File: config.mk
export PLATFORM = sky130hd
export DESIGN_NAME = projectile_slot_pool_top
export DESIGN_NICKNAME = d
export VERILOG_FILES = /design/src/design/pps_pkg.sv /design/src/design/pps_mover.sv /design/src/design/pps_cell.sv /design/src/design/projectile_slot_pool_top.sv
export VERILOG_INCLUDE_DIRS = /design/src /design/src/design
export SDC_FILE = /design/constraint.sdc
export NUM_CORES = 2
export LEC_CHECK = 0
export ABC_AREA = 1
export BUFFER_PORTS_ARGS = -buffer_cell sky130_fd_sc_hd__buf_2
export CORE_ASPECT_RATIO = 1.5
export CORE_MARGIN = 8
export CORE_UTILIZATION = 50
export DETAILED_ROUTE_END_ITERATION = 10
export HOLD_SLACK_MARGIN = 0.12
export PLACE_DENSITY = 0.77
export SLEW_MARGIN = 10
export SYNTH_ARGS = -nofsm -noshare
export SYNTH_HDL_FRONTEND = slang
export SYNTH_SLANG_ARGS = --single-unit
File: constraint.sdc
create_clock -name clk -period 3.35 [get_ports clk]
set_input_delay 0.335 -clock clk [delete_from_list [all_inputs] [get_ports clk]]
set_output_delay 0.335 -clock clk [all_outputs]
set_load 0.05 [all_outputs]
File: src/design/projectile_slot_pool_top_defines.svh
`ifndef PROJECTILE_SLOT_POOL_TOP_DEFINES_SVH
`define PROJECTILE_SLOT_POOL_TOP_DEFINES_SVH

// same-cycle implication, checked on every rising edge outside reset
`define PPS_ASSERT_IMPL(label, ante, cons, msg) \
    label: assert property (@(posedge clk) disable iff (!rst_n) (ante) |-> (cons)) \
        else $error(msg);

// next-cycle implication, checked on every rising edge outside reset
`define PPS_ASSERT_NEXT(label, ante, cons, msg) \
    label: assert property (@(posedge clk) disable iff (!rst_n) (ante) |=> (cons)) \
        else $error(msg);

`endif

File: src/design/pps_pkg.sv
`timescale 1ns / 1ps

package pps_pkg;

    // pool size default
    localparam int SLOT_COUNT_DEF = 16;

    // field widths
    localparam int POS_W    = 16;
    localparam int STEP_W   = 12;
    localparam int SIZE_W   = 8;
    localparam int SCREEN_W = 13;
    localparam int INDEX_W  = 4;

    // owner tags
    localparam logic OWNER_PLAYER = 1'b0;
    localparam logic OWNER_ENEMY  = 1'b1;

    // request modes
    localparam logic [1:0] MODE_SPAWN  = 2'd0;
    localparam logic [1:0] MODE_TICK   = 2'd1;
    localparam logic [1:0] MODE_FREE   = 2'd2;
    localparam logic [1:0] MODE_UNUSED = 2'd3;

    // register indexes
    localparam logic REG_SCREEN_WIDTH  = 1'b0;
    localparam logic REG_SCREEN_HEIGHT = 1'b1;

    // register reset values
    localparam logic [SCREEN_W-1:0] SCREEN_WIDTH_RST  = 13'd640;
    localparam logic [SCREEN_W-1:0] SCREEN_HEIGHT_RST = 13'd480;

    // contents of one slot
    typedef struct packed {
        logic              live;
        logic              owner;
        logic [POS_W-1:0]  pos_x;
        logic [POS_W-1:0]  pos_y;
        logic [STEP_W-1:0] step_x;
        logic [STEP_W-1:0] step_y;
        logic [SIZE_W-1:0] size_w;
        logic [SIZE_W-1:0] size_h;
    } slot_t;

    // empty slot as left by reset
    localparam slot_t SLOT_RST = '{
        live:   1'b0,
        owner:  OWNER_PLAYER,
        pos_x:  '0,
        pos_y:  '0,
        step_x: '0,
        step_y: '0,
        size_w: 8'd1,
        size_h: 8'd1
    };

    // per-cell control from the sequencer
    typedef struct packed {
        logic shift;
        logic load;
        logic clear;
    } cell_ctl_t;

endpackage

File: src/design/pps_mover.sv
`timescale 1ns / 1ps

module pps_mover
    import pps_pkg::*;
(
    input  slot_t               slot_in,
    input  logic [SCREEN_W-1:0] screen_width,
    input  logic [SCREEN_W-1:0] screen_height,
    output slot_t               slot_out
);

    logic [POS_W:0]   next_x;
    logic [POS_W:0]   next_y;
    logic [POS_W+1:0] right_x;
    logic [POS_W+1:0] bottom_y;
    logic             off_left;
    logic             off_top;
    logic             off_right;
    logic             off_bottom;

    // move with one guard bit so nothing wraps
    assign next_x = {slot_in.pos_x[POS_W-1], slot_in.pos_x}
                  + {{(POS_W+1-STEP_W){slot_in.step_x[STEP_W-1]}}, slot_in.step_x};
    assign next_y = {slot_in.pos_y[POS_W-1], slot_in.pos_y}
                  + {{(POS_W+1-STEP_W){slot_in.step_y[STEP_W-1]}}, slot_in.step_y};

    // far edges of the moved box
    assign right_x  = {next_x[POS_W], next_x} + {{(POS_W+2-SIZE_W){1'b0}}, slot_in.size_w};
    assign bottom_y = {next_y[POS_W], next_y} + {{(POS_W+2-SIZE_W){1'b0}}, slot_in.size_h};

    // off-screen tests
    assign off_left   = right_x[POS_W+1] || (right_x == '0);
    assign off_top    = bottom_y[POS_W+1] || (bottom_y == '0);
    assign off_right  = $signed({next_x[POS_W], next_x})
                        >= $signed({{(POS_W+2-SCREEN_W){1'b0}}, screen_width});
    assign off_bottom = $signed({next_y[POS_W], next_y})
                        >= $signed({{(POS_W+2-SCREEN_W){1'b0}}, screen_height});

    // store saturated edges and cull
    always_comb
    begin
        slot_out = slot_in;
        if (slot_in.live)
        begin
            if (next_x[POS_W] != next_x[POS_W-1])
                slot_out.pos_x = next_x[POS_W] ? {1'b1, {(POS_W-1){1'b0}}}
                                               : {1'b0, {(POS_W-1){1'b1}}};
            else
                slot_out.pos_x = next_x[POS_W-1:0];
            if (next_y[POS_W] != next_y[POS_W-1])
                slot_out.pos_y = next_y[POS_W] ? {1'b1, {(POS_W-1){1'b0}}}
                                               : {1'b0, {(POS_W-1){1'b1}}};
            else
                slot_out.pos_y = next_y[POS_W-1:0];
            slot_out.live = !(off_left || off_top || off_right || off_bottom);
        end
    end

endmodule

File: src/design/pps_cell.sv
`timescale 1ns / 1ps

module pps_cell
    import pps_pkg::*;
(
    input  logic      clk,
    input  logic      rst_n,
    input  cell_ctl_t ctl,
    input  slot_t     spawn_slot,
    input  slot_t     neighbor_slot,
    output slot_t     slot_q
);

    slot_t slot_reg;
    slot_t slot_next;

    // shift along the ring, take a spawn or drop the live bit
    always_comb
    begin
        slot_next = slot_reg;
        priority if (ctl.shift)
            slot_next = neighbor_slot;
        else if (ctl.load)
            slot_next = spawn_slot;
        else if (ctl.clear)
            slot_next.live = 1'b0;
    end

    always_ff @(posedge clk or negedge rst_n)
    begin
        if (!rst_n)
            slot_reg <= SLOT_RST;
        else
            slot_reg <= slot_next;
    end

    assign slot_q = slot_reg;

endmodule

File: src/design/projectile_slot_pool_top.sv
// spawn and free-all: one result, loaded into the output register at the accept edge
// tick: SLOT_COUNT results, one per cycle while the output is not stalled, as the
//   slot ring rotates once past a single move-and-cull unit
// a new request is taken once the tick has loaded its last beat and the output can load
// reset clears every slot (not live, player owner, zero edges and steps, size 1)
//   and sets the screen to 640 by 480; the block is ready the cycle after reset
`timescale 1ns / 1ps
`include "projectile_slot_pool_top_defines.svh"

module projectile_slot_pool_top
    import pps_pkg::*;
#(
    parameter int SLOT_COUNT = SLOT_COUNT_DEF
)
(
    input  logic                     clk,
    input  logic                     rst_n,
    input  logic                     cfg_write,
    input  logic                     cfg_index,
    input  logic [SCREEN_W-1:0]      cfg_data,
    input  logic                     in_valid,
    output logic                     in_stall,
    input  logic [1:0]               mode,
    input  logic signed [POS_W-1:0]  spawn_x,
    input  logic signed [POS_W-1:0]  spawn_y,
    input  logic signed [STEP_W-1:0] speed_x,
    input  logic signed [STEP_W-1:0] speed_y,
    input  logic [SIZE_W-1:0]        box_width,
    input  logic [SIZE_W-1:0]        box_height,
    input  logic                     owner_tag,
    output logic                     out_valid,
    input  logic                     out_stall,
    output logic [INDEX_W-1:0]       slot_index,
    output logic                     accepted,
    output logic                     slot_active,
    output logic                     slot_owner,
    output logic signed [POS_W-1:0]  now_x,
    output logic signed [POS_W-1:0]  now_y,
    output logic                     last_result
);

    localparam int IDX_W = (SLOT_COUNT > 1) ? $clog2(SLOT_COUNT) : 1;
    localparam logic [IDX_W-1:0] LAST_SLOT = IDX_W'(SLOT_COUNT - 1);

    typedef enum logic {S_IDLE, S_TICK} state_t;

    state_t               state_reg;
    logic [IDX_W-1:0]     count_reg;
    logic                 out_valid_reg;
    logic [INDEX_W-1:0]   slot_index_reg;
    logic                 accepted_reg;
    logic                 slot_active_reg;
    logic                 slot_owner_reg;
    logic [POS_W-1:0]     now_x_reg;
    logic [POS_W-1:0]     now_y_reg;
    logic                 last_result_reg;
    logic [SCREEN_W-1:0]  screen_width_reg;
    logic [SCREEN_W-1:0]  screen_height_reg;

    logic                 can_load;
    logic                 in_fire;
    logic                 tick_step;
    logic                 out_load;
    logic                 free_found;
    logic [IDX_W-1:0]     free_idx;
    logic [IDX_W+3:0]     free_idx_wide;
    logic [IDX_W+3:0]     count_wide;
    slot_t                spawn_slot;
    slot_t                moved_slot;
    slot_t                ring_q [SLOT_COUNT];
    cell_ctl_t            ring_ctl [SLOT_COUNT];

    // handshake
    assign can_load  = !out_valid_reg || !out_stall;
    assign in_stall  = (state_reg != S_IDLE) || !can_load;
    assign in_fire   = in_valid && !in_stall;
    assign tick_step = (state_reg == S_TICK) && can_load;

    // a result beat enters the output register
    assign out_load  = (in_fire && ((mode == MODE_SPAWN) || (mode == MODE_FREE)))
                       || tick_step;

    // configuration registers
    always_ff @(posedge clk or negedge rst_n)
    begin
        if (!rst_n)
        begin
            screen_width_reg  <= SCREEN_WIDTH_RST;
            screen_height_reg <= SCREEN_HEIGHT_RST;
        end
        else if (cfg_write)
        begin
            unique case (cfg_index)
                REG_SCREEN_WIDTH:  screen_width_reg  <= cfg_data;
                REG_SCREEN_HEIGHT: screen_height_reg <= cfg_data;
                default: ;
            endcase
        end
    end

    // lowest free slot
    always_comb
    begin
        free_found = 1'b0;
        free_idx   = '0;
        for (int i = SLOT_COUNT - 1; i >= 0; i--)
        begin
            if (!ring_q[i].live)
            begin
                free_found = 1'b1;
                free_idx   = IDX_W'(i);
            end
        end
    end

    assign free_idx_wide = {4'b0, free_idx};
    assign count_wide    = {4'b0, count_reg};

    // new slot contents, zero size taken as one
    always_comb
    begin
        spawn_slot.live   = 1'b1;
        spawn_slot.owner  = owner_tag;
        spawn_slot.pos_x  = spawn_x;
        spawn_slot.pos_y  = spawn_y;
        spawn_slot.step_x = speed_x;
        spawn_slot.step_y = speed_y;
        spawn_slot.size_w = (box_width == '0) ? SIZE_W'(1) : box_width;
        spawn_slot.size_h = (box_height == '0) ? SIZE_W'(1) : box_height;
    end

    // move-and-cull unit at the head of the ring
    pps_mover u_mover (
        .slot_in       (ring_q[0]),
        .screen_width  (screen_width_reg),
        .screen_height (screen_height_reg),
        .slot_out      (moved_slot)
    );

    // ring of slot cells; the head's updated slot wraps to the tail
    for (genvar g = 0; g < SLOT_COUNT; g++)
    begin : g_ring
        assign ring_ctl[g].shift = tick_step;
        assign ring_ctl[g].load  = in_fire && (mode == MODE_SPAWN) && free_found
                                   && (free_idx == IDX_W'(g));
        assign ring_ctl[g].clear = in_fire && (mode == MODE_FREE);

        pps_cell u_slot (
            .clk           (clk),
            .rst_n         (rst_n),
            .ctl           (ring_ctl[g]),
            .spawn_slot    (spawn_slot),
            .neighbor_slot ((g == SLOT_COUNT - 1) ? moved_slot
                                                  : ring_q[(g + 1) % SLOT_COUNT]),
            .slot_q        (ring_q[g])
        );
    end

    // sequencer and output register
    always_ff @(posedge clk or negedge rst_n)
    begin
        if (!rst_n)
        begin
            state_reg       <= S_IDLE;
            count_reg       <= '0;
            out_valid_reg   <= 1'b0;
            slot_index_reg  <= '0;
            accepted_reg    <= 1'b0;
            slot_active_reg <= 1'b0;
            slot_owner_reg  <= 1'b0;
            now_x_reg       <= '0;
            now_y_reg       <= '0;
            last_result_reg <= 1'b0;
        end
        else
        begin
            // new beat loaded, or the held beat taken downstream
            if (out_load)
                out_valid_reg <= 1'b1;
            else if (!out_stall)
                out_valid_reg <= 1'b0;

            unique case (state_reg)
                S_IDLE:
                begin
                    if (in_fire)
                    begin
                        unique case (mode)
                            MODE_SPAWN:
                            begin
                                slot_index_reg  <= free_found ? free_idx_wide[3:0] : '0;
                                accepted_reg    <= free_found;
                                slot_active_reg <= 1'b0;
                                slot_owner_reg  <= 1'b0;
                                now_x_reg       <= '0;
                                now_y_reg       <= '0;
                                last_result_reg <= 1'b1;
                            end
                            MODE_TICK:
                            begin
                                state_reg <= S_TICK;
                                count_reg <= '0;
                            end
                            MODE_FREE:
                            begin
                                slot_index_reg  <= '0;
                                accepted_reg    <= 1'b0;
                                slot_active_reg <= 1'b0;
                                slot_owner_reg  <= 1'b0;
                                now_x_reg       <= '0;
                                now_y_reg       <= '0;
                                last_result_reg <= 1'b1;
                            end
                            default: ;
                        endcase
                    end
                end
                S_TICK:
                begin
                    if (tick_step)
                    begin
                        slot_index_reg  <= count_wide[3:0];
                        accepted_reg    <= 1'b0;
                        slot_active_reg <= moved_slot.live;
                        slot_owner_reg  <= moved_slot.owner;
                        now_x_reg       <= moved_slot.pos_x;
                        now_y_reg       <= moved_slot.pos_y;
                        last_result_reg <= (count_reg == LAST_SLOT);
                        if (count_reg == LAST_SLOT)
                            state_reg <= S_IDLE;
                        else
                            count_reg <= count_reg + IDX_W'(1);
                    end
                end
                default: state_reg <= S_IDLE;
            endcase
        end
    end

    assign out_valid   = out_valid_reg;
    assign slot_index  = slot_index_reg;
    assign accepted    = accepted_reg;
    assign slot_active = slot_active_reg;
    assign slot_owner  = slot_owner_reg;
    assign now_x       = now_x_reg;
    assign now_y       = now_y_reg;
    assign last_result = last_result_reg;

    // spawn and free-all yield a beat on the next cycle
    `PPS_ASSERT_NEXT(a_req_gives_beat, in_fire && ((mode == MODE_SPAWN) || (mode == MODE_FREE)), out_valid_reg, "request gave no result beat")

    // the final tick beat is marked and returns the sequencer to idle
    `PPS_ASSERT_NEXT(a_tick_last, tick_step && (count_reg == LAST_SLOT), (state_reg == S_IDLE) && last_result_reg && out_valid_reg, "tick did not end on a marked beat")

    // a beat in the middle of a tick is never marked last
    `PPS_ASSERT_NEXT(a_tick_mid, tick_step && (count_reg != LAST_SLOT), (state_reg == S_TICK) && !last_result_reg, "tick beat marked last too early")

    // the ring only rotates while a tick is running
    `PPS_ASSERT_IMPL(a_shift_in_tick, ring_ctl[0].shift, (state_reg == S_TICK) && !in_fire, "slot ring rotated outside a tick")

endmodule

==> summary.md <==
| Metric | Value |
|---|---|
| Most frequent cell after synthesis | nand2_1 |
| Synth top cells by count | 3165 x nand2_1, 1245 x o21ai_0, 1218 x dfrtp_1 |
| PwrDens | 1080 nW/µm² |
| Synthesized area | 61900 µm² |
| Setup violations, final | 0 |
| Worst path max stage delay | 360 ps |
| Clk pin slew, worst setup/hold paths | 70 ps |
| Antenna violations before repair | 7 |
| Syn_area_per_cell | 7.51 µm² |
| Residual DRC | 0 |
| Critical Path RT | 3970 ps |
| Wire per inst | 18.4 µm |
| Initial Utilization | 0.502 |
| Setup Crit Path Kind | flop to flop |
| FF-to-FF Start | g_ring[0].u_slot.slot_q[28]$_DFFE_PN0P_ |
| Int Power | 42.7 mW |
| Synth unique cells | 45 |
| Crit path DAT | 3930 ps |
| Fin area | 70400 µm² |
| Clk sinks | 1256 |
| Final setup TNS | 0 ps |
| # H-tree levels | 3 |
| Switching Share | 0.438 |
| Yosys reg bits | 1256 |
| Synth Flop Type | dfrtp_1 |
| Largest area contributor in the netlist | dfrtp_1 |
| Grt ovf | 0 |
| Layout filler cell count | 11200 |
| Worst hold path startpoint | spawn_x[0] |
| Die H | 447 µm |
| Die Width | 303 µm |
| Post-synthesis mux area share | 0 |
| Fin crit share | 0.987 |
| Hold Crit Class | input port to flop |
| Seq pwr share | 0.332 |
| Largest register FFs | 1184 |
| Fin. max-slew vios | 0 |
| First DRT Iteration DRCs | 4997 |
| Post-synthesis simple-gate area fraction | 0.257 |
| Top post-synthesis cells by area | dfrtp_1 49%, nand2_1 19%, o21ai_0 10%, inv_1 5.3%, nand3_1 4.7% |
| Crit Path Max Fanout | 4 |
| Compound-Gate Fraction of Synth Area | 0.123 |
| Final ANT Viol Nets | 0 |
| YS warnings | 0 |
| GRT Total Usage | 0.271 |
| Adder-cell share of the synthesized area | 0.0185 |
| Net switching power | 33.4 mW |
| Final hold violations | 0 |
| Async SR Flop Fraction | 1.00 |
| Core area | 123000 µm² |
| Clk network pwr share | 0.181 |
| Placed Area | 65600 µm² |
| Crit path cell chain | ha_2, inv_2, fa_2, inv_2, nand3_2, nand2_4, nand2_2, nand2_2, xor2_2, ha_4, a21o_1, a21oi_2, nand2_1, nand2_1, nand3_1, nor2_1, nand3_1, nor2_2, nand3_1, nor2_2, nand3_2, nand3_2, nand2_1 |
| DP Cell Count | 9747 |
| Net count after synthesis | 8435 |
| Peak VDD IR | 0.681 mV |
| Layout Skew | 29.1 ps |
| Period minus WS final | 3310 ps |
| Vias/cell | 5.50 |
| Clk buf depth | 3 |
| Fmax | 302 MHz |
| Drt first pass iters | 6 |
| Slowest-stage cell, CP | dfrtp_1 |
| Nets | 8479 |
| Final Wtd Congestion | 0.918 |
| Status | finished, final reports clean |
| Core Util, Final | 0.570 |
| Worst skew pair latency | 750 ps |
| PortBufs | 135 |
| Leakage | 37.1 nW |
| Num rows | 158 |
| Hold slack | 163 ps |
| Max-cap violation count | 0 |
| I/O pin cnt | 136 |
| Hpwl dp | 117 mm |
| Comb pwr share | 0.486 |
| Slew HR | 0.293 |
| XOR/XNOR Fraction of Synth Area | 0.00269 |
| Actual slew at the worst max-slew pin | 1050 ps |
| CTS tree | yes |
| Non-Filler Instances | 9998 |
| Startpoint types | flop |
| TritonCTS Buffers | 114 |
| Post-synthesis sequential area ratio | 0.508 |
| FF+latch area | 31500 µm² |
| Layout area overhead | 13.6% |
| Synth top area share | 0.492 |
| Post-Route WL | 184 mm |
| Share of cells above drive strength 1 | 0.0997 |
| CTS root buf | clkbuf_16 |
| Vias | 55000 |
| DIE AREA | 136000 µm² |
| CP Capture Type | flop |
| Post-synth EDFFs | 0 |
| Mapped Cells | 8252 |
| RSZ-0062 raised after global routing | true |
| Combinational family with the most area after synthesis | simple AND/OR/NAND/NOR gates |
| Largest net degree at the start of global routing | 145 |
| First-pass GRT wire length | 296 mm |
| Footprint of the multi-input gates | 25600 µm² |
| Crit path from | g_ring[0].u_slot.slot_q[28]$_DFFE_PN0P_ |
| Vias in the first global route | 53800 |
per-layer routing:
metal / vias up / track usage / routed length (µm) / share of wire
met5: - / 0 / 51 / 0.00028
met4: 8 / 0.137 / 9590 / 0.052
met3: 435 / 0.0405 / 11800 / 0.064
met2: 1947 / 0.453 / 89500 / 0.49
met1: 26600 / 0.342 / 73500 / 0.40
li1: 26000 / - / - / -
kinds of logic (layout without fill, tap and decap cells):
group                    Yosys count  count (layout)
AO/OA/AOI/OAI                   1504            1504
adder cells (fa/ha/maj)           89              89
flip-flops                      1256            1256
buffers and inverters           1413            1557
other                              0               2
AND/OR/NAND/NOR                 3971            3971
XOR/XNOR                          19              19
repair_timing:
item / CTS / global route
pin swaps: 15 / 47
hold buffers: 21 / 0
endpoints found under the setup margin: 15 / 50
endpoints found under the hold margin: 179 / 0
buffers inserted: 3 / 10
resized for setup: 47 / 86
path summary, 6_finish.rpt:
path	cells after the start	slack, ps	end
max	23	40	g_ring[15].u_slot.slot_q[73]$_DFFE_PN0P_
min	5	160	g_ring[11].u_slot.slot_q[56]$_DFFE_PN0P_
max reg2reg	23	40	g_ring[15].u_slot.slot_q[73]$_DFFE_PN0P_
min reg2reg	2	480	now_x[15]$_DFFE_PN0P_
max in group asynchronous	3	1990	g_ring[14].u_slot.slot_q[48]$_DFFE_PN0P_
min in group asynchronous	2	220	g_ring[8].u_slot.slot_q[61]$_DFFE_PN0P_
worst max-delay path, delay by kind of cell (launching register included):
kind / cells / cell delay, ps
simple gates: 15 / 1400
fa+ha+maj: 3 / 800
flops: 1 / 360
compound gates: 2 / 300
xor+xnor: 1 / 200
buf+inv: 2 / 120
final cells by class:
class / count / area share
sequential: 1256 / 0.447
tap: 1600 / 0.0285
clock buffer: 167 / 0.0478
inverter: 875 / 0.0468
multi-input combinational: 5583 / 0.363
antenna: 2 / 0.0000711
timing repair buffer: 466 / 0.0583
clock inverter: 49 / 0.00805
power groups by stage:
| stage | combinational (mW) | sequential, mW | clock (mW) |
|---|---|---|---|
| floorplan | 22.7 | 25.1 | 0 |
| global placement | 34.3 | 25.1 | 0 |
| detailed placement | 35.0 | 25.4 | 0 |
| CTS | 35.9 | 25.2 | 14.0 |
| global route | 41.6 | 25.9 | 14.5 |
| finish | 37.0 | 25.3 | 13.8 |
per-stage QoR:
stage / total power [mW] / setup WS, ps
3_3_place_gp: 59.4 / -346
4_1_cts: 75.1 / -26.4
2_1_floorplan: 47.7 / 264
5_1_grt: 82.1 / -214
3_5_place_dp: 60.4 / -323
6_report: 76.1 / 43.5
layout by cell type, fill, tap and decap left out, types with 5 or more instances in the layout:
master            n
nand2_1        3125
o21ai_0        1235
dfrtp_1        1216
inv_1           860
nand3_1         567
buf_4           238
o21ai_1         199
buf_2           134
nor2_1          121
clkbuf_16       115
buf_12           70
ha_1             67
a21oi_1          39
dfstp_2          38
nand4_1          32
nand2_2          29
clkbuf_8         29
clkbuf_1         23
nand2_4          21
clkinv_2         21
dlygate4sd3_1    21
nor2_2           19
ha_4             15
inv_2            13
nand3_2          12
a21oi_2          10
nor3_1            9
bufinv_16         9
nand3_4           8
xor2_2            7
o21a_1            6
clkinvlp_4        6
and2_1            5
xor2_1            5
nand3b_1          5
xnor2_1           5
nor2_4            5
clkinv_4          5
(Power assumes the default switching activity.)
